$ cat src/hw/rtl/rgb2yuv_pkg.sv
// ----------------------------------------------------------------------------
// rgb2yuv_pkg - shared types and constants
// Frame geometry limits, register map, field widths and the bundles passed
// between the geometry tracker and the top level.
// ----------------------------------------------------------------------------
package rgb2yuv_pkg;

	localparam int MAX_WIDTH_DEF  = 4096;
	localparam int MAX_HEIGHT_DEF = 4096;
	localparam int COEF_FRAC_DEF  = 16;

	localparam int PIX_W        = 8;
	localparam int SIZE_W       = 13;
	localparam int LUMA_IDX_W   = 24;
	localparam int CHROMA_IDX_W = 22;
	localparam int APB_AW       = 3;
	localparam int APB_DW       = 32;
	localparam int IN_DATA_W    = 24;
	localparam int OUT_DATA_W   = 72;

	localparam logic [SIZE_W-1:0] WIDTH_RST  = 13'd640;
	localparam logic [SIZE_W-1:0] HEIGHT_RST = 13'd480;

	// register index = paddr[2]
	typedef enum logic {
		REG_FRAME_WIDTH  = 1'b0,
		REG_FRAME_HEIGHT = 1'b1
	} reg_idx_t;

	typedef struct packed {
		logic [PIX_W-1:0] blue;
		logic [PIX_W-1:0] green;
		logic [PIX_W-1:0] red;
	} pix_t;

	// position info of one pixel, produced at input transfer
	typedef struct packed {
		logic [LUMA_IDX_W-1:0]   luma_index;
		logic [CHROMA_IDX_W-1:0] chroma_index;
		logic                    chroma_valid;
		logic                    frame_end;
	} pos_t;

endpackage

$ cat src/hw/rtl/rgb_to_yuv420_converter.sv
// ----------------------------------------------------------------------------
// rgb_to_yuv420_converter - RGB to YCbCr 4:2:0 pixel stream converter
// Path: an input pixel is held in stage 1, then in the output register.
// Throughput: one pixel per cycle unless the output stalls; the output register
// and the input stage decouple, so a stalled result still lets one new pixel in.
// Reset: arst_n clears valid flags and raster counters; frame size registers
// return to 640 x 480.
// ----------------------------------------------------------------------------
module rgb_to_yuv420_converter #(
	parameter int MAX_WIDTH      = rgb2yuv_pkg::MAX_WIDTH_DEF,
	parameter int MAX_HEIGHT     = rgb2yuv_pkg::MAX_HEIGHT_DEF,
	parameter int COEF_FRAC_BITS = rgb2yuv_pkg::COEF_FRAC_DEF
) (
	input  logic                                clk,
	input  logic                                arst_n,
	// configuration
	input  logic                                psel,
	input  logic                                penable,
	input  logic                                pwrite,
	input  logic [rgb2yuv_pkg::APB_AW-1:0]      paddr,
	input  logic [rgb2yuv_pkg::APB_DW-1:0]      pwdata,
	output logic [rgb2yuv_pkg::APB_DW-1:0]      prdata,
	output logic                                pready,
	// pixel input
	input  logic                                s_tvalid,
	output logic                                s_tready,
	// red [7:0], green [15:8], blue [23:16]
	input  logic [rgb2yuv_pkg::IN_DATA_W-1:0]   s_tdata,
	// result output
	output logic                                m_tvalid,
	input  logic                                m_tready,
	// luma [7:0], luma_index [31:8], blue_difference [39:32],
	// red_difference [47:40], chroma_index [69:48], zero [71:70]
	output logic [rgb2yuv_pkg::OUT_DATA_W-1:0]  m_tdata,
	// chroma_valid [0]
	output logic                                m_tuser,
	output logic                                m_tlast
);
	import rgb2yuv_pkg::*;

	logic accept, load_s2;

	// stage 1: captured pixel with its plane positions
	logic valid_s1;
	pix_t pix_s1;
	pos_t pos_s1;
	pos_t pos_now;

	// stage 2: output register
	logic                    valid_s2;
	logic [PIX_W-1:0]        luma_s2, cb_s2, cr_s2;
	logic [LUMA_IDX_W-1:0]   lidx_s2;
	logic [CHROMA_IDX_W-1:0] cidx_s2;
	logic                    cvalid_s2, fend_s2;

	logic [PIX_W-1:0] y_w, cb_w, cr_w;

	assign pready = 1'b1;

	// advance the output register when it is empty or being drained;
	// take a new pixel whenever stage 1 is empty or moving on
	assign load_s2  = valid_s1 && (!valid_s2 || m_tready);
	assign s_tready = !valid_s1 || load_s2;
	assign accept   = s_tvalid && s_tready;

	rgb2yuv_geom #(
		.MAX_WIDTH  (MAX_WIDTH),
		.MAX_HEIGHT (MAX_HEIGHT)
	) u_geom (
		.clk     (clk),
		.arst_n  (arst_n),
		.psel    (psel),
		.penable (penable),
		.pwrite  (pwrite),
		.paddr   (paddr),
		.pwdata  (pwdata),
		.prdata  (prdata),
		.advance (accept),
		.pos     (pos_now)
	);

	always_ff @(posedge clk or negedge arst_n) begin
		if (!arst_n) begin
			valid_s1 <= 1'b0;
		end else if (accept) begin
			valid_s1 <= 1'b1;
		end else if (load_s2) begin
			valid_s1 <= 1'b0;
		end
	end

	// payload: capture on transfer, no reset needed
	always_ff @(posedge clk) begin
		if (accept) begin
			pix_s1 <= pix_t'(s_tdata);
			pos_s1 <= pos_now;
		end
	end

	rgb2yuv_csc #(
		.COEF_FRAC_BITS (COEF_FRAC_BITS)
	) u_csc (
		.pix             (pix_s1),
		.luma            (y_w),
		.blue_difference (cb_w),
		.red_difference  (cr_w)
	);

	always_ff @(posedge clk or negedge arst_n) begin
		if (!arst_n) begin
			valid_s2 <= 1'b0;
		end else if (load_s2) begin
			valid_s2 <= 1'b1;
		end else if (m_tready) begin
			valid_s2 <= 1'b0;
		end
	end

	// chroma samples read as zero off the even/even grid
	always_ff @(posedge clk) begin
		if (load_s2) begin
			luma_s2   <= y_w;
			lidx_s2   <= pos_s1.luma_index;
			cvalid_s2 <= pos_s1.chroma_valid;
			cb_s2     <= pos_s1.chroma_valid ? cb_w : '0;
			cr_s2     <= pos_s1.chroma_valid ? cr_w : '0;
			cidx_s2   <= pos_s1.chroma_index;
			fend_s2   <= pos_s1.frame_end;
		end
	end

	assign m_tvalid = valid_s2;
	assign m_tdata  = {2'b00, cidx_s2, cr_s2, cb_s2, lidx_s2, luma_s2};
	assign m_tuser  = cvalid_s2;
	assign m_tlast  = fend_s2;

	// chroma payload must be zero whenever chroma is not flagged
	a_chroma_zero: assert property (@(posedge clk) disable iff (!arst_n)
		(m_tvalid && !m_tuser) |-> (m_tdata[69:32] == '0))
		else $error("chroma fields nonzero without chroma_valid");

	// input stalls only when both stages are full and the output is blocked
	a_ready_stall: assert property (@(posedge clk) disable iff (!arst_n)
		!s_tready |-> (valid_s1 && m_tvalid && !m_tready))
		else $error("input stalled with room in the pipeline");

	// a held stage 1 pixel is never dropped
	a_s1_hold: assert property (@(posedge clk) disable iff (!arst_n)
		(valid_s1 && !load_s2) |=> valid_s1)
		else $error("stage 1 pixel lost");

endmodule

$ cat src/hw/rtl/rgb2yuv_csc.sv
// ----------------------------------------------------------------------------
// rgb2yuv_csc - color space conversion
// Fixed-point BT.601 RGB to Y/Cb/Cr, truncated and clamped to 0..255.
// ----------------------------------------------------------------------------
module rgb2yuv_csc #(
	parameter int COEF_FRAC_BITS = rgb2yuv_pkg::COEF_FRAC_DEF
) (
	input  rgb2yuv_pkg::pix_t                 pix,
	output logic [rgb2yuv_pkg::PIX_W-1:0]     luma,
	output logic [rgb2yuv_pkg::PIX_W-1:0]     blue_difference,
	output logic [rgb2yuv_pkg::PIX_W-1:0]     red_difference
);
	import rgb2yuv_pkg::*;

	localparam int SW = COEF_FRAC_BITS + 10;

	localparam longint K299 = ((longint'(299) << COEF_FRAC_BITS) + 64'sd500) / 1000;
	localparam longint K587 = ((longint'(587) << COEF_FRAC_BITS) + 64'sd500) / 1000;
	localparam longint K114 = ((longint'(114) << COEF_FRAC_BITS) + 64'sd500) / 1000;
	localparam longint K169 = ((longint'(169) << COEF_FRAC_BITS) + 64'sd500) / 1000;
	localparam longint K331 = ((longint'(331) << COEF_FRAC_BITS) + 64'sd500) / 1000;
	localparam longint K500 = ((longint'(500) << COEF_FRAC_BITS) + 64'sd500) / 1000;
	localparam longint K419 = ((longint'(419) << COEF_FRAC_BITS) + 64'sd500) / 1000;
	localparam longint K081 = ((longint'(81) << COEF_FRAC_BITS) + 64'sd500) / 1000;

	localparam logic [SW-1:0] C_YR  = SW'(K299);
	localparam logic [SW-1:0] C_YG  = SW'(K587);
	localparam logic [SW-1:0] C_YB  = SW'(K114);
	localparam logic [SW-1:0] C_UR  = SW'(K169);
	localparam logic [SW-1:0] C_UG  = SW'(K331);
	localparam logic [SW-1:0] C_HALF = SW'(K500);
	localparam logic [SW-1:0] C_VG  = SW'(K419);
	localparam logic [SW-1:0] C_VB  = SW'(K081);
	localparam logic [SW-1:0] OFFSET = SW'(128) << COEF_FRAC_BITS;

	// drop fraction, clamp to 0..255
	function automatic logic [PIX_W-1:0] to_byte(input logic [SW-1:0] pos,
		input logic [SW-1:0] neg);
		logic [SW-1:0] q;
		q = (pos - neg) >> COEF_FRAC_BITS;
		if (neg > pos)
			return '0;
		else if (q > SW'(255))
			return 8'hFF;
		else
			return q[PIX_W-1:0];
	endfunction

	logic [SW-1:0] r_w, g_w, b_w;
	logic [SW-1:0] y_pos, u_pos, u_neg, v_pos, v_neg;

	assign r_w = SW'(pix.red);
	assign g_w = SW'(pix.green);
	assign b_w = SW'(pix.blue);

	assign y_pos = C_YR * r_w + C_YG * g_w + C_YB * b_w;
	assign u_pos = C_HALF * b_w + OFFSET;
	assign u_neg = C_UR * r_w + C_UG * g_w;
	assign v_pos = C_HALF * r_w + OFFSET;
	assign v_neg = C_VG * g_w + C_VB * b_w;

	assign luma            = to_byte(y_pos, '0);
	assign blue_difference = to_byte(u_pos, u_neg);
	assign red_difference  = to_byte(v_pos, v_neg);

endmodule

$ cat src/hw/rtl/rgb2yuv_geom.sv
// ----------------------------------------------------------------------------
// rgb2yuv_geom - frame geometry tracker
// Holds the frame size registers and the raster counters, and produces the
// luma and chroma plane positions of each pixel as it is transferred in.
// ----------------------------------------------------------------------------
module rgb2yuv_geom #(
	parameter int MAX_WIDTH  = rgb2yuv_pkg::MAX_WIDTH_DEF,
	parameter int MAX_HEIGHT = rgb2yuv_pkg::MAX_HEIGHT_DEF
) (
	input  logic                             clk,
	input  logic                             arst_n,
	input  logic                             psel,
	input  logic                             penable,
	input  logic                             pwrite,
	input  logic [rgb2yuv_pkg::APB_AW-1:0]   paddr,
	input  logic [rgb2yuv_pkg::APB_DW-1:0]   pwdata,
	output logic [rgb2yuv_pkg::APB_DW-1:0]   prdata,
	input  logic                             advance,
	output rgb2yuv_pkg::pos_t                pos
);
	import rgb2yuv_pkg::*;

	localparam int CW_W = $clog2(MAX_WIDTH);
	localparam int RW_W = $clog2(MAX_HEIGHT);
	localparam int WW   = $clog2(MAX_WIDTH + 1);
	localparam int HW   = $clog2(MAX_HEIGHT + 1);
	localparam int CMPW = SIZE_W + 2;

	logic [SIZE_W-1:0]       width_q, height_q;
	logic [CW_W-1:0]         col_q;
	logic [RW_W-1:0]         row_q;
	logic [LUMA_IDX_W-1:0]   luma_q;
	logic [CHROMA_IDX_W-1:0] cbase_q;

	logic          wr_en;
	reg_idx_t      idx;
	logic [WW-1:0] w_eff, cstride;
	logic [HW-1:0] h_eff;
	logic          last_col, last_row, cvalid;

	assign wr_en = psel && penable && pwrite;
	assign idx   = reg_idx_t'(paddr[2]);

	always_ff @(posedge clk or negedge arst_n) begin
		if (!arst_n) begin
			width_q  <= WIDTH_RST;
			height_q <= HEIGHT_RST;
		end else if (wr_en) begin
			case (idx)
				REG_FRAME_WIDTH:  width_q  <= pwdata[SIZE_W-1:0];
				REG_FRAME_HEIGHT: height_q <= pwdata[SIZE_W-1:0];
				default: ;
			endcase
		end
	end

	always_comb begin
		case (idx)
			REG_FRAME_WIDTH:  prdata = APB_DW'(width_q);
			REG_FRAME_HEIGHT: prdata = APB_DW'(height_q);
			default:          prdata = '0;
		endcase
	end

	// zero acts as one, oversize clamps to the maximum
	always_comb begin
		if (width_q == '0)
			w_eff = WW'(1);
		else if (CMPW'(width_q) > CMPW'(MAX_WIDTH))
			w_eff = WW'(MAX_WIDTH);
		else
			w_eff = WW'(width_q);
		if (height_q == '0)
			h_eff = HW'(1);
		else if (CMPW'(height_q) > CMPW'(MAX_HEIGHT))
			h_eff = HW'(MAX_HEIGHT);
		else
			h_eff = HW'(height_q);
	end

	assign cstride  = WW'((CMPW'(w_eff) + CMPW'(1)) >> 1);
	assign last_col = (CMPW'(col_q) + CMPW'(1)) >= CMPW'(w_eff);
	assign last_row = (CMPW'(row_q) + CMPW'(1)) >= CMPW'(h_eff);
	assign cvalid   = !col_q[0] && !row_q[0];

	always_comb begin
		pos.luma_index   = luma_q;
		pos.chroma_valid = cvalid;
		pos.chroma_index = cvalid ? cbase_q + CHROMA_IDX_W'(col_q >> 1) : '0;
		pos.frame_end    = last_col && last_row;
	end

	always_ff @(posedge clk or negedge arst_n) begin
		if (!arst_n) begin
			col_q   <= '0;
			row_q   <= '0;
			luma_q  <= '0;
			cbase_q <= '0;
		end else if (wr_en && (idx == REG_FRAME_WIDTH || idx == REG_FRAME_HEIGHT)) begin
			col_q   <= '0;
			row_q   <= '0;
			luma_q  <= '0;
			cbase_q <= '0;
		end else if (advance) begin
			if (last_col && last_row) begin
				col_q   <= '0;
				row_q   <= '0;
				luma_q  <= '0;
				cbase_q <= '0;
			end else if (last_col) begin
				col_q  <= '0;
				row_q  <= RW_W'(row_q + 1'b1);
				luma_q <= luma_q + 1'b1;
				if (row_q[0])
					cbase_q <= cbase_q + CHROMA_IDX_W'(cstride);
			end else begin
				col_q  <= CW_W'(col_q + 1'b1);
				luma_q <= luma_q + 1'b1;
			end
		end
	end

endmodule

$ cat config.mk
export PLATFORM = sky130hd
export DESIGN_NAME = rgb_to_yuv420_converter
export DESIGN_NICKNAME = d
export VERILOG_FILES = /design/src/hw/rtl/rgb2yuv_pkg.sv /design/src/hw/rtl/rgb_to_yuv420_converter.sv /design/src/hw/rtl/rgb2yuv_csc.sv /design/src/hw/rtl/rgb2yuv_geom.sv
export SDC_FILE = /design/constraint.sdc
export NUM_CORES = 1
export LEC_CHECK = 0
export ABC_AREA = 1
export CAP_MARGIN = 10
export CORE_UTILIZATION = 30
export CTS_CLUSTER_SIZE = 28
export DETAILED_ROUTE_END_ITERATION = 16
export DONT_BUFFER_PORTS = 1
export GPL_TIMING_DRIVEN = 0
export PLACE_DENSITY = 0.46
export SLEW_MARGIN = 25
export SYNTH_ARGS = -nofsm -noshare
export SYNTH_HDL_FRONTEND = slang
export SYNTH_SLANG_ARGS = --single-unit
$ cat constraint.sdc
create_clock -name clk -period 7.8 [get_ports clk]
set_input_delay 0.39 -clock clk [delete_from_list [all_inputs] [get_ports clk]]
set_output_delay 0.39 -clock clk [all_outputs]
set_load 0.02 [all_outputs]
# --- Word level (Yosys, flattened, before mapping) ---
# Cells that the tools add are included.
totals:
  reg_bits: 242
  elab_cells: 110
  inputBits: 66
  output_inout_bits: 109
classes:
  mul: 7
  n_addsub: 16
  n_lt_le_gt_ge: 10
  n_reduce_logical: 25
  muxes: 28
  n_bitwise: 2
op_table:
  columns: ["operator", "n"]
  rows:
  - ["$mux W22", 5]
  - ["$add A26 B26 Y26", 4]
  - ["$mux W12", 8]
  - ["$mux W24", 3]
  - ["$pmux W32 S2", 1]
  - ["$mul A13 B8 Y21 const A", 3]
  - ["$gt A26 B26 Y1", 2]
  - ["$mux W13", 4]
  - ["$sub A26 B26 Y26", 2]
  - ["$add A23 B24 Y25 const B", 2]
  - ["$mul A15 B8 Y23 const A", 2]
  - ["$ge A15 B13 Y1", 2]
  - ["$gt A10 B8 Y1 const B", 3]
  - ["$add A12 B1 Y13 const B", 2]
  - ["$gt A1 B26 Y1 const A", 1]
  - ["$gt A13 B13 Y1 const B", 2]
  - ["$logic_not A13 Y1", 2]
  - ["$add A12 B1 Y12 const B", 2]
  - ["$add A24 B1 Y24 const B", 1]
  - ["$mux W8", 3]
  - ["$add A22 B11 Y22", 1]
  - ["$add A22 B13 Y22", 1]
  - ["$mul A12 B8 Y20 const A", 1]
  - ["$mul A11 B8 Y19 const A", 1]
  - ["other kinds (11)", 30]

# --- Depth between registers and ports, before layout ---
# Gate-level depths: netlist (run 1).
depth:
  depth_word: 10
  mapped_depth: 41
  ltp_nobuf: 41

# --- Cells and area by module ---
# Synthesis (run 1) repeated with hierarchy kept, for this count alone.
unflattened:
  hier_cells: 3490
  area_unflattened_um2: 28572.4
by_module_without_submodules:
  columns: ["module", "instances", "cells_per_inst", "area_per_inst_um2"]
  rows:
  - ["rgb2yuv_csc", 1, 2242, 16339.4]
  - ["rgb2yuv_geom", 1, 1053, 7624.8]
  - ["rgb_to_yuv420_converter", 1, 195, 4608.2]

# --- Worst setup path after synthesis (run 1) ---
# OpenSTA, ideal clock, no wires.
synth_path:
  kind: "register to register"
  start: "register pix_s1[22] (netlist name)"
  end: "register cr_s2[6] (data pin)"
  path_buffers: 0
  setup_slack_ns: 1.028
  stages_incl_launch_ff: 36
  t_required_ns: 7.545
  arrival_ns: 6.517
  setup_time_ns: 0.255
  synth_period_minus_slack_ns: 6.772
  path_cell_list: "edfxtp_1 -> fa_1 -> inv_1 -> fa_1 -> inv_1 -> fa_1 -> inv_1 -> fa_1 -> inv_1 -> ha_1 -> nand2_1 -> nand2_1 -> inv_1 -> o21ai_1 -> a21oi_1 -> xor2_1 -> inv_1 -> ha_1 -> nand2_1 -> inv_1 -> a21oi_1 -> nand3_1 -> nand2_1 -> nand2_1 -> a21boi_1 -> o21ai_1 -> nand2_1 -> a21oi_1 -> xor2_1 -> ha_1 -> nand4_1 -> o221a_2 -> nand3_1 -> nand3_4 -> nor2_1 -> nor2_1"
synth_via:
  elab_chain_len: 5
synth_rtl:
  columns: ["item", "line_no", "text"]
  rows:
  - ["start: declaration", "rgb_to_yuv420_converter.sv:45", "pix_t pix_s1;"]
  - ["start signal: assignment", "rgb_to_yuv420_converter.sv:95", "pix_s1 <= pix_t'(s_tdata);"]
  - ["$mul A11 B8 Y19 *", "rgb2yuv_csc.sv:60", "assign v_neg = C_VG * g_w + C_VB * b_w;"]
  - ["$add A26 B26 Y26 *", "rgb2yuv_csc.sv:60", null]
  - ["$sub A26 B26 Y26", "rgb2yuv_csc.sv:40", "q = (pos - neg) >> COEF_FRAC_BITS;"]
  - ["$gt A10 B8 Y1", "rgb2yuv_csc.sv:43", "else if (q > SW'(255))"]
  - ["$mux W8", "rgb2yuv_csc.sv:43", null]
  - ["end signal: assignment", "rgb_to_yuv420_converter.sv:126", "cr_s2 <= pos_s1.chroma_valid ? cr_w : '0;"]
  - ["end: declaration", "rgb_to_yuv420_converter.sv:51", "logic [PIX_W-1:0] luma_s2, cb_s2, cr_s2;"]
# Every way passes the cells marked *; elsewhere a longest branch is shown, timed or not.
# A chain may end at the register's enable or synchronous reset.

# --- Worst setup path after layout (run 1) ---
layout_path:
  start: "register pix_s1[10] (netlist name)"
  end: "register cr_s2[2] (data pin)"
layout_via:
  elab_chain_len: 5
layout_rtl:
  columns: ["item", "line_no"]
  rows:
  - ["$mul A13 B8 Y21 *", "rgb2yuv_csc.sv:60"]
  - ["$add A26 B26 Y26 *", "rgb2yuv_csc.sv:60"]
  - ["$sub A26 B26 Y26", "rgb2yuv_csc.sv:40"]
  - ["$gt A10 B8 Y1", "rgb2yuv_csc.sv:43"]
  - ["$mux W8", "rgb2yuv_csc.sv:43"]
# Marked as above.

==> metrics.yaml, run 1 <==
start_util: 0.3047
async_flop_share: 0.4050
critPathMaxFanout: 8
worstHoldStart: "s_tvalid"
yosysUniqueCellTypes: 65
routed_wl_um: 80190
drv_slew: 0
rsz0062_at_grt: "no"
clock_path_buffers: 3
synth_edf_count: 144
fmax_ghz: 0.1357
final_hold_viol_count: 0
route.detailed.drc: 0
path_depth: 33
antenna_left: 0
syn_area_per_cell_um2: 8.058
finalNonFillerCells: 4889
ys_ff_latch: 242
portBuffers: 0
drt_iter0_drc: 1067
cpLargestDelayFamily: "adder cells"
cp-end-kind: "register"
clk_latency_ps: 630
crit_path_max_incr_delay_ps: 560
synth_largest_area_cell: "ha_1"
ys_dominant_reg_cell: "edfxtp_1"
finalSetupViolations: 0
reg2reg_from: "pix_s1[10]"
ys_top_cells_by_area: "ha_1, edfxtp_1, fa_1"
relSlewSlack: 0.3068
drv_cap: 0
ctsRootBufferMaster: "clkbuf_16"
clock_sinks: 242
hold_path.class: "primary input to register"
dpl.hpwl_um: 66580
die_y_um: 308.0
cp_slowest_cell: "fa_1"
area_delta_synth_final_pct: 13.27
startpoint_type: "register"
wl_per_cell_um: 16.40
layout_common_cells: "inv_1, nand2_1, ha_1"
fin_crit_ps: 7371
die_width_um: 308.0
crit_type: "register to register"
ys_warn_count: 0
grt_max_degree: 99
dieArea_um2: 94890
dr.pass1.iters: 5
h-tree-depth: 1
place_inst: 4758
grt_pass1_vias: 22240
seq_area_frac_synth: 0.2414
place_congestion: 0.8908
core_area_um2: 92220
skew_ps: 21.13
num_vias: 22360
boundaryPins: 175
track_usage: 0.1697
cp.required_ps: 8220
grt_pass1_wl_um: 125200
syn_inst: 3487
cp.arrival_ps: 7790
grt-ovfl-total: 0
reg2reg_depth: 33
clkTransAtPathRegs_ps: 60
layout_commonest_cell: "inv_1"
vias_per_cell: 4.574
startpoint: "pix_s1[10]"
hold_depth: 2
fin_crit_sh: 0.9449
netlist_area_um2: 28100
antenna_found_initial: 10
drive_above_1_share: 0.07162
cp_num_buf_inv: 7
worst-slew-pin-transition_ps: 1040
row_count: 111
cts_buffers: 31
nets: 4291
synth_top_area_frac: 0.2035
cts_tree: "built"
outcome: "completed"
registers in the layout, indices dropped and copies added (netlist names):
register         flops
pos_s1              48
lidx_s2             24
pix_s1              24
u_geom.luma_q       24
cidx_s2             22
u_geom.cbase_q      22
u_geom.height_q     13
u_geom.width_q      13
u_geom.col_q        12
u_geom.row_q        12
cb_s2                8
cr_s2                8
luma_s2              8
m_tlast              1
m_tuser              1
m_tvalid             1
valid_s1             1
per-layer routing:
metal | vias to the layer above | global-route usage | part of all wire
met5 | - | 0 | 0.0012
met2 | 314 | 0.2893 | 0.47
met4 | 14 | 0.04269 | 0.025
li1 | 11590 | - | -
met1 | 10360 | 0.2239 | 0.47
met3 | 78 | 0.02391 | 0.034
repair_timing:
action	in CTS	in global routing
setup endpoints to repair	17	23
hold endpoints to repair	149	0
hold buffers	40	0
pin swaps	0	6
cloned	0	0
setup buffers	15	17
gates resized for setup	2	35
Yosys cell counts, types with 7 or more instances:
cell type	instances
xnor2_1	53
buf_4	23
nand2_1	677
nand3b_1	12
nor3_1	51
o21a_1	10
clkbuf_1	9
edfxtp_1	144
nand2_2	22
a31oi_1	14
ha_1	457
inv_1	684
o21ai_0	143
nor2_2	14
o21bai_1	11
dfrtp_1	92
nand4_1	50
inv_2	11
a21oi_1	205
o21ai_1	22
nand3_2	14
a21o_1	9
nor2_1	212
xor2_1	128
or2_2	7
nor4_1	11
o22ai_1	12
fa_1	148
o31ai_1	7
nand3_1	144
layout make-up:
| type | instances | area, um2 |
|---|---|---|
| timing repair buffer | 79 | 863.3 |
| tap | 1243 | 1555 |
| sequential | 242 | 6784 |
| multi-input combinational | 2528 | 18690 |
| fill | 9861 | 60390 |
| buffer | 40 | 251.5 |
| clock buffer | 33 | 783.3 |
| inverter | 698 | 2625 |
| clock inverter | 24 | 269.0 |
| antenna | 2 | 5.005 |
path summary, 6_finish.rpt:
kind,to,slack [ps]
worst max register to register,cr_s2[2],430
min in group asynchronous,u_geom.cbase_q[1],390
max in group asynchronous,u_geom.height_q[7],6980
worst min-delay path,valid_s1,50
worst max-delay path,cr_s2[2],430
worst min register to register,lidx_s2[12],420
cells by family after synthesis:
kind of cell    after synthesis  synth area share
mux                           1         0.0003563
xor+xnor                    181           0.05642
flops                       242            0.2415
other cells                   2         0.0002673
compound gates              471           0.09320
simple gates               1247            0.1971
buf+inv                     738            0.1022
fa+ha+maj                   605            0.3090
stage by stage:
stage | cell area, um2 | setup slack, ps | hold WS, ps | setup TNS [ps] | utilization
floorplan | 28180 | 1028 | 94.41 | 0 | -
global placement | 29730 | -335.4 | 97.29 | -13910 | 0.3224
CTS | 31530 | 62.59 | 16.53 | 0 | 0.3419
global route | 31820 | 13.28 | 27.01 | 0 | 0.3451
finish | 31830 | 429.4 | 46.48 | 0 | 0.3451
detailed placement | 29930 | -357.7 | 96.99 | -2918 | 0.3245
Power of run 1 is not shown: default switching activity piles up to over one toggle a cycle in this logic, so the estimate is an artifact.
==> run 2, diff against run 1 <==
ABC_AREA = not set   (was 1)
MAX_ROUTING_LAYER = met4   (was not set)
==> run 2 against run 1 <==
Net effect: via count decreased by 14%; area after synthesis decreased by 7.7%; design area decreased by 6.1%; critical path type unchanged; non-clock buffer count increased by 50; utilization increased by 0.48 points; critical path depth decreased by 4; clock skew increased by 31 ps; highest routed layer is now met4; critical endpoint is now cr_s2[6]; synthesized cell count decreased by 24%; hold slack improved by 120 ps; first-iteration DRC count decreased by 29%; largest cell class unchanged; maximum frequency decreased by 1.9%.
==> metrics.yaml, run 2 <==
outcome: "completed"
portBuffers: 0  # unchanged
row_count: 107  # -3.6%
grt_pass1_wl_um: 110900  # -11%
dr.pass1.iters: 5  # unchanged
start_util: 0.3036  # -0.001042
ys_ff_latch: 242  # unchanged
syn_area_per_cell_um2: 9.820  # +22%
clock_sinks: 242  # unchanged
nets: 3482  # -19%
ctsRootBufferMaster: "clkbuf_16"
vias_per_cell: 4.819  # +5.4%
ys_dominant_reg_cell: "edfxtp_1"
place_area_um2: 27510  # -8.1%
boundaryPins: 175  # unchanged
wl_per_cell_um: 17.90  # +9.1%
crit_type: "register to register"
fin_crit_sh: 0.9628  # +0.01789
die_width_um: 296.0  # -3.9%
skew_ps: 51.93  # +30.80 ps
worst-slew-pin-transition_ps: 1053  # +13.12 ps
cpLargestDelayFamily: "adder cells"
fmax_ghz: 0.1332  # -1.9%
final_hold_viol_count: 0  # unchanged
ys_top_cells_by_area: "ha_1, edfxtp_1, fa_1"
finalSetupViolations: 0  # unchanged
post-route-util: 0.3499  # +0.004801
relSlewSlack: 0.2965  # -0.01026
layout_commonest_cell: "ha_1"
hold_slack_ps: 170.9  # +124.5 ps
track_usage: 0.1686  # -0.001029
syn_inst: 2641  # -24%
core_area_um2: 85410  # -7.4%
path_common_cell: "fa_1"
async_flop_share: 0.4050  # unchanged
yosys-top-cells-count: "ha_1, inv_1, fa_1"
clock_path_buffers: 3  # unchanged
grt_max_degree: 99  # unchanged
synth_most_common_cell: "ha_1"
drv_slew: 0  # unchanged
crit_path_max_incr_delay_ps: 600  # +40 ps
grt-ovfl-total: 0  # unchanged
setup-tns-final_ps: 0  # unchanged
num_vias: 19180  # -14%
die_y_um: 296.0  # -3.9%
largest_reg_flops: 48  # unchanged
reg2reg_depth: 29  # -12%
yosysUniqueCellTypes: 90  # +38%
area_delta_synth_final_pct: 15.24
antenna_left: 0  # unchanged
synth_top_area_frac: 0.2205  # +0.01697
fin_crit_ps: 7510  # +139.5 ps
synth_edf_count: 144  # unchanged
reg2reg_from: "pix_s1[21]"
multiInputGateArea_um2: 17710  # -5.2%
hold_path.class: "primary input to register"
layout_common_cells: "ha_1, inv_1, fa_1"
drt_iter0_drc: 756  # -29%
cts_buffers: 31  # unchanged
cp_slowest_cell: "fa_1"
h-tree-depth: 1  # unchanged
hold_depth: 2  # unchanged
drive_above_1_share: 0.1037  # +0.03204
startpoint: "pix_s1[21]"
drv_cap: 0  # unchanged
critPathMaxFanout: 5  # -3
startpoint_type: "register"
antenna_found_initial: 0  # -10
path_depth: 29  # -12%
dieArea_um2: 87630  # -7.6%
cts_tree: "built"
ys_warn_count: 0  # unchanged
seq_area_frac_synth: 0.2616  # +0.02013
fillers: 8795  # -11%
cp-end-kind: "register"
worstHoldStart: "m_tready"
cp.arrival_ps: 7830  # +40 ps
clk_latency_ps: 620  # about the same
cp.required_ps: 8120  # -100 ps
cp_num_buf_inv: 5  # -2
synth_largest_area_cell: "ha_1"
largest_register: "pos_s1"
route.detailed.drc: 0  # unchanged
clkTransAtPathRegs_ps: 60  # about the same
final_cell_area_um2: 29890  # -6.1%
regArea_um2: 6784  # unchanged
place_congestion: 0.8686  # -2.5%
grt_pass1_vias: 19420  # -13%
netlist_area_um2: 25930  # -7.7%
routed_wl_um: 71250  # -11%
dpl.hpwl_um: 57020  # -14%
-- run 2: cell types whose count changed after synthesis, moves of 32 or more --
cell     change
nand2_1    -548
a21oi_1     -59
mux2_2      +38
xor2_1      -46
nor2b_1     +32
xnor2_1     +55
nor2_1      -70
a21o_1      +42
nand4_1     -45
o21ai_0     -53
and3_1      +34
inv_1      -287
nand3_1     -80
-- run 2: worst paths after layout --
kind / to / slack [ps]
max reg2reg: cr_s2[6] / 290
min: valid_s1 / 170
min reg2reg: lidx_s2[20] / 420
max: cr_s2[6] / 290
max in group asynchronous: u_geom.row_q[5] / 6960
min in group asynchronous: m_tvalid / 430
-- run 2: routing by layer --
layer  share of wire  vias to the layer above  GRT usage
met5               0                        -          -
met3           0.042                       57    0.02511
met1            0.46                     9330     0.2161
met4           0.012                        0    0.02414
li1                -                     9542          -
met2            0.49                      254     0.2860
-- run 2: cells by family after synthesis --
| kind of cell | after synthesis | share of synthesized area |
|---|---|---|
| compound gates | 558 | 0.1484 |
| xor+xnor | 190 | 0.06416 |
| fa+ha+maj | 605 | 0.3347 |
| buf+inv | 452 | 0.06933 |
| flops | 242 | 0.2616 |
| mux | 41 | 0.01766 |
| other cells | 2 | 0.0002896 |
| simple gates | 551 | 0.1038 |
-- run 2: area by class of cell --
type | instances | share of cell area
Sequential cell | 242 | 0.2270
Tap cell | 1144 | 0.04789
Timing Repair Buffer | 118 | 0.03642
Multi-Input combinational cell | 1968 | 0.5927
Buffer | 51 | 0.009796
Inverter | 399 | 0.05028
Antenna cell | 1 | 0.00008373
Clock inverter | 22 | 0.007912
Clock buffer | 36 | 0.02792
-- run 2: repair_timing --
action	4_1_cts	5_1_grt
setup endpoints to repair	24	22
setup buffers	43	32
pin swaps	12	40
hold endpoints to repair	150	0
hold buffers	41	0
resized for setup	23	32
-- run 2: worst register-to-register path, delay by kind of cell (launching register included) --
kind	cells	cell delay [ps]
flip-flops	1	440
XOR/XNOR	1	120
AO/OA/AOI/OAI	11	2570
AND/OR/NAND/NOR	5	790
adder cells (fa/ha/maj)	7	3010
buffers and inverters	5	350
-- run 2: through the flow --
| stage | std cells | setup WS (ps) |
|---|---|---|
| CTS | 3949 | 8.271 |
| floorplan | 2662 | 404.8 |
| detailed placement | 3808 | -1195 |
| finish | 3981 | 289.9 |
| global placement | 3806 | -1043 |
| global route | 3980 | -23.92 |
Power of run 2 is left out for the same reason.
==> run 3, diff against run 2 <==
ABC_AREA = 1   (was not set)
==> run 3 against run 2 <==
Net effect: sequential share of layout area fell by 1.4 points; hold slack worse by 120 ps; register-to-register slack improved by 150 ps; non-clock buffer count down 50; via count increased by 17%; flip-flop and latch count unchanged; critical path depth rose by 7; first-iteration DRC count grew 36%; routed wire length grew 13%; critical path type unchanged.
==> metrics.yaml, run 3 (synthesized netlist as in run 1, its figures left out) <==
outcome: "completed"
dr.pass1.iters: 5  # unchanged
startpoint: "pix_s1[14]"
portBuffers: 0  # unchanged
core_area_um2: 92220  # +8.0%
largest_reg_flops: 48  # unchanged
route.detailed.drc: 0  # unchanged
worst-slew-pin-transition_ps: 1008  # -44.49 ps
start_util: 0.3047  # +0.001042
row_count: 111  # +3.7%
relSlewSlack: 0.3277  # +0.03118
grt_pass1_wl_um: 125100  # +13%
cp.arrival_ps: 7730  # -100 ps
skew_ps: 20.20  # -31.73 ps
critPathMaxFanout: 8  # +3
crit_path_max_incr_delay_ps: 560  # -40 ps
grt_pass1_vias: 22250  # +15%
hold_slack_ps: 46.12  # -124.8 ps
ctsRootBufferMaster: "clkbuf_16"
hold_path.class: "primary input to register"
antenna_found_initial: 10  # +10
antenna_left: 0  # unchanged
boundaryPins: 175  # unchanged
reg2reg_slack_ps: 440  # +150 ps
drv_cap: 0  # unchanged
final_cell_area_um2: 31840  # +6.5%
fmax_ghz: 0.1359  # +2.1%
vias_per_cell: 4.569  # -5.2%
largest_register: "pos_s1"
cts_buffers: 31  # unchanged
cp.required_ps: 8170  # +50 ps
clkTransAtPathRegs_ps: 60  # about the same
wl_per_cell_um: 16.39  # -8.4%
cts_tree: "built"
drive_above_1_share: 0.07162  # -0.03204
worstHoldStart: "s_tvalid"
rr_endpoint: "cb_s2[7]"
routed_wl_um: 80260  # +13%
fin_ws_ps: 442.4  # +152.5 ps
finalSetupViolations: 0  # unchanged
drt_iter0_drc: 1028  # +36%
nets: 4291  # +23%
reg2reg_depth: 36  # +24%
rsz0062_at_grt: "no"
startpoint_type: "register"
crit_type: "register to register"
cp-end-kind: "register"
die_y_um: 308.0  # +4.1%
path_common_cell: "nand2_1"
reg2reg_from: "pix_s1[14]"
fin_crit_sh: 0.9433  # -0.01955
dieArea_um2: 94890  # +8.3%
place_congestion: 0.9058  # +4.3%
track_usage: 0.1747  # +0.006035
die_width_um: 308.0  # +4.1%
grt_max_degree: 99  # unchanged
place_area_um2: 29930  # +8.8%
drv_slew: 0  # unchanged
clock_sinks: 242  # unchanged
fin_crit_ps: 7358  # -152.5 ps
num_vias: 22370  # +17%
dp_slack_ps: -357.7  # +837.0 ps
h-tree-depth: 1  # unchanged
clock_path_buffers: 3  # unchanged
dpl.hpwl_um: 66580  # +17%
grt-ovfl-total: 0  # unchanged
layout_commonest_cell: "inv_1"
critPathCapture: "cb_s2[7]"
area_delta_synth_final_pct: 13.33
cp_slowest_cell: "fa_1"
setup-tns-final_ps: 0  # unchanged
layout_common_cells: "inv_1, nand2_1, ha_1"
final_hold_viol_count: 0  # unchanged
clk_latency_ps: 630  # about the same
run 3: cell count changes in the layout (fill, tap and decap cells not counted), sizes merged, moves of 38 or more:
cell   before  now
a21o       51    9
a21oi     149  209
buf       111   71
inv       408  699
mux2       38    0
nand2     129  704
nand3      64  162
nand4       5   51
nor2      142  232
o21ai     105  166
xnor2     108   53
xor2       82  128
run 3: routing by layer:
metal / vias to the layer above / global-route usage / part of all wire
met3: 72 / 0.02281 / 0.037
met2: 324 / 0.2893 / 0.47
met1: 10360 / 0.2246 / 0.47
met5: - / - / 0
met4: 0 / 0.04269 / 0.025
li1: 11610 / - / -
run 3: worst min-delay path by stage:
stage / endpoint / depth (start not counted)
floorplan: m_tvalid / 0
global placement: m_tvalid / 0
detailed placement: m_tvalid / 0
CTS: valid_s1 / 2
global route: valid_s1 / 2
finish: valid_s1 / 2
run 3: worst max-delay path, delay by kind of cell, from the launching register on:
family / cells / cell delay [ps]
adders and majority gates: 7 / 3140
and+or+nand+nor: 19 / 2230
buffers and inverters: 6 / 510
xor gates and xnor gates: 2 / 490
DFF: 1 / 470
AOI/OAI and AO/OA: 2 / 260
run 3: layout make-up:
class                      count  area [um2]
timing repair buffer          79       863.3
fill                        9859       60380
buffer                        40       251.5
multi-input combinational   2528       18690
clock inverter                24       269.0
inverter                     698        2625
antenna                        9       22.52
clock buffer                  33       783.3
sequential                   242        6784
tap                         1243        1555
run 3: through the flow:
stage	utilization	instances
2_1_floorplan	-	3508
3_3_place_gp	0.3224	4751
3_5_place_dp	0.3245	4758
4_1_cts	0.3419	4870
5_1_grt	0.3453	4896
6_report	0.3453	4896
run 3: timing repair:
action | CTS | global route
buffers inserted | 15 | 17
pin swaps | 0 | 6
endpoints found under the setup margin | 17 | 23
endpoints found under the hold margin | 149 | 0
resized for setup | 2 | 35
hold buffers | 40 | 0
Power of run 3 is left out for the same reason.
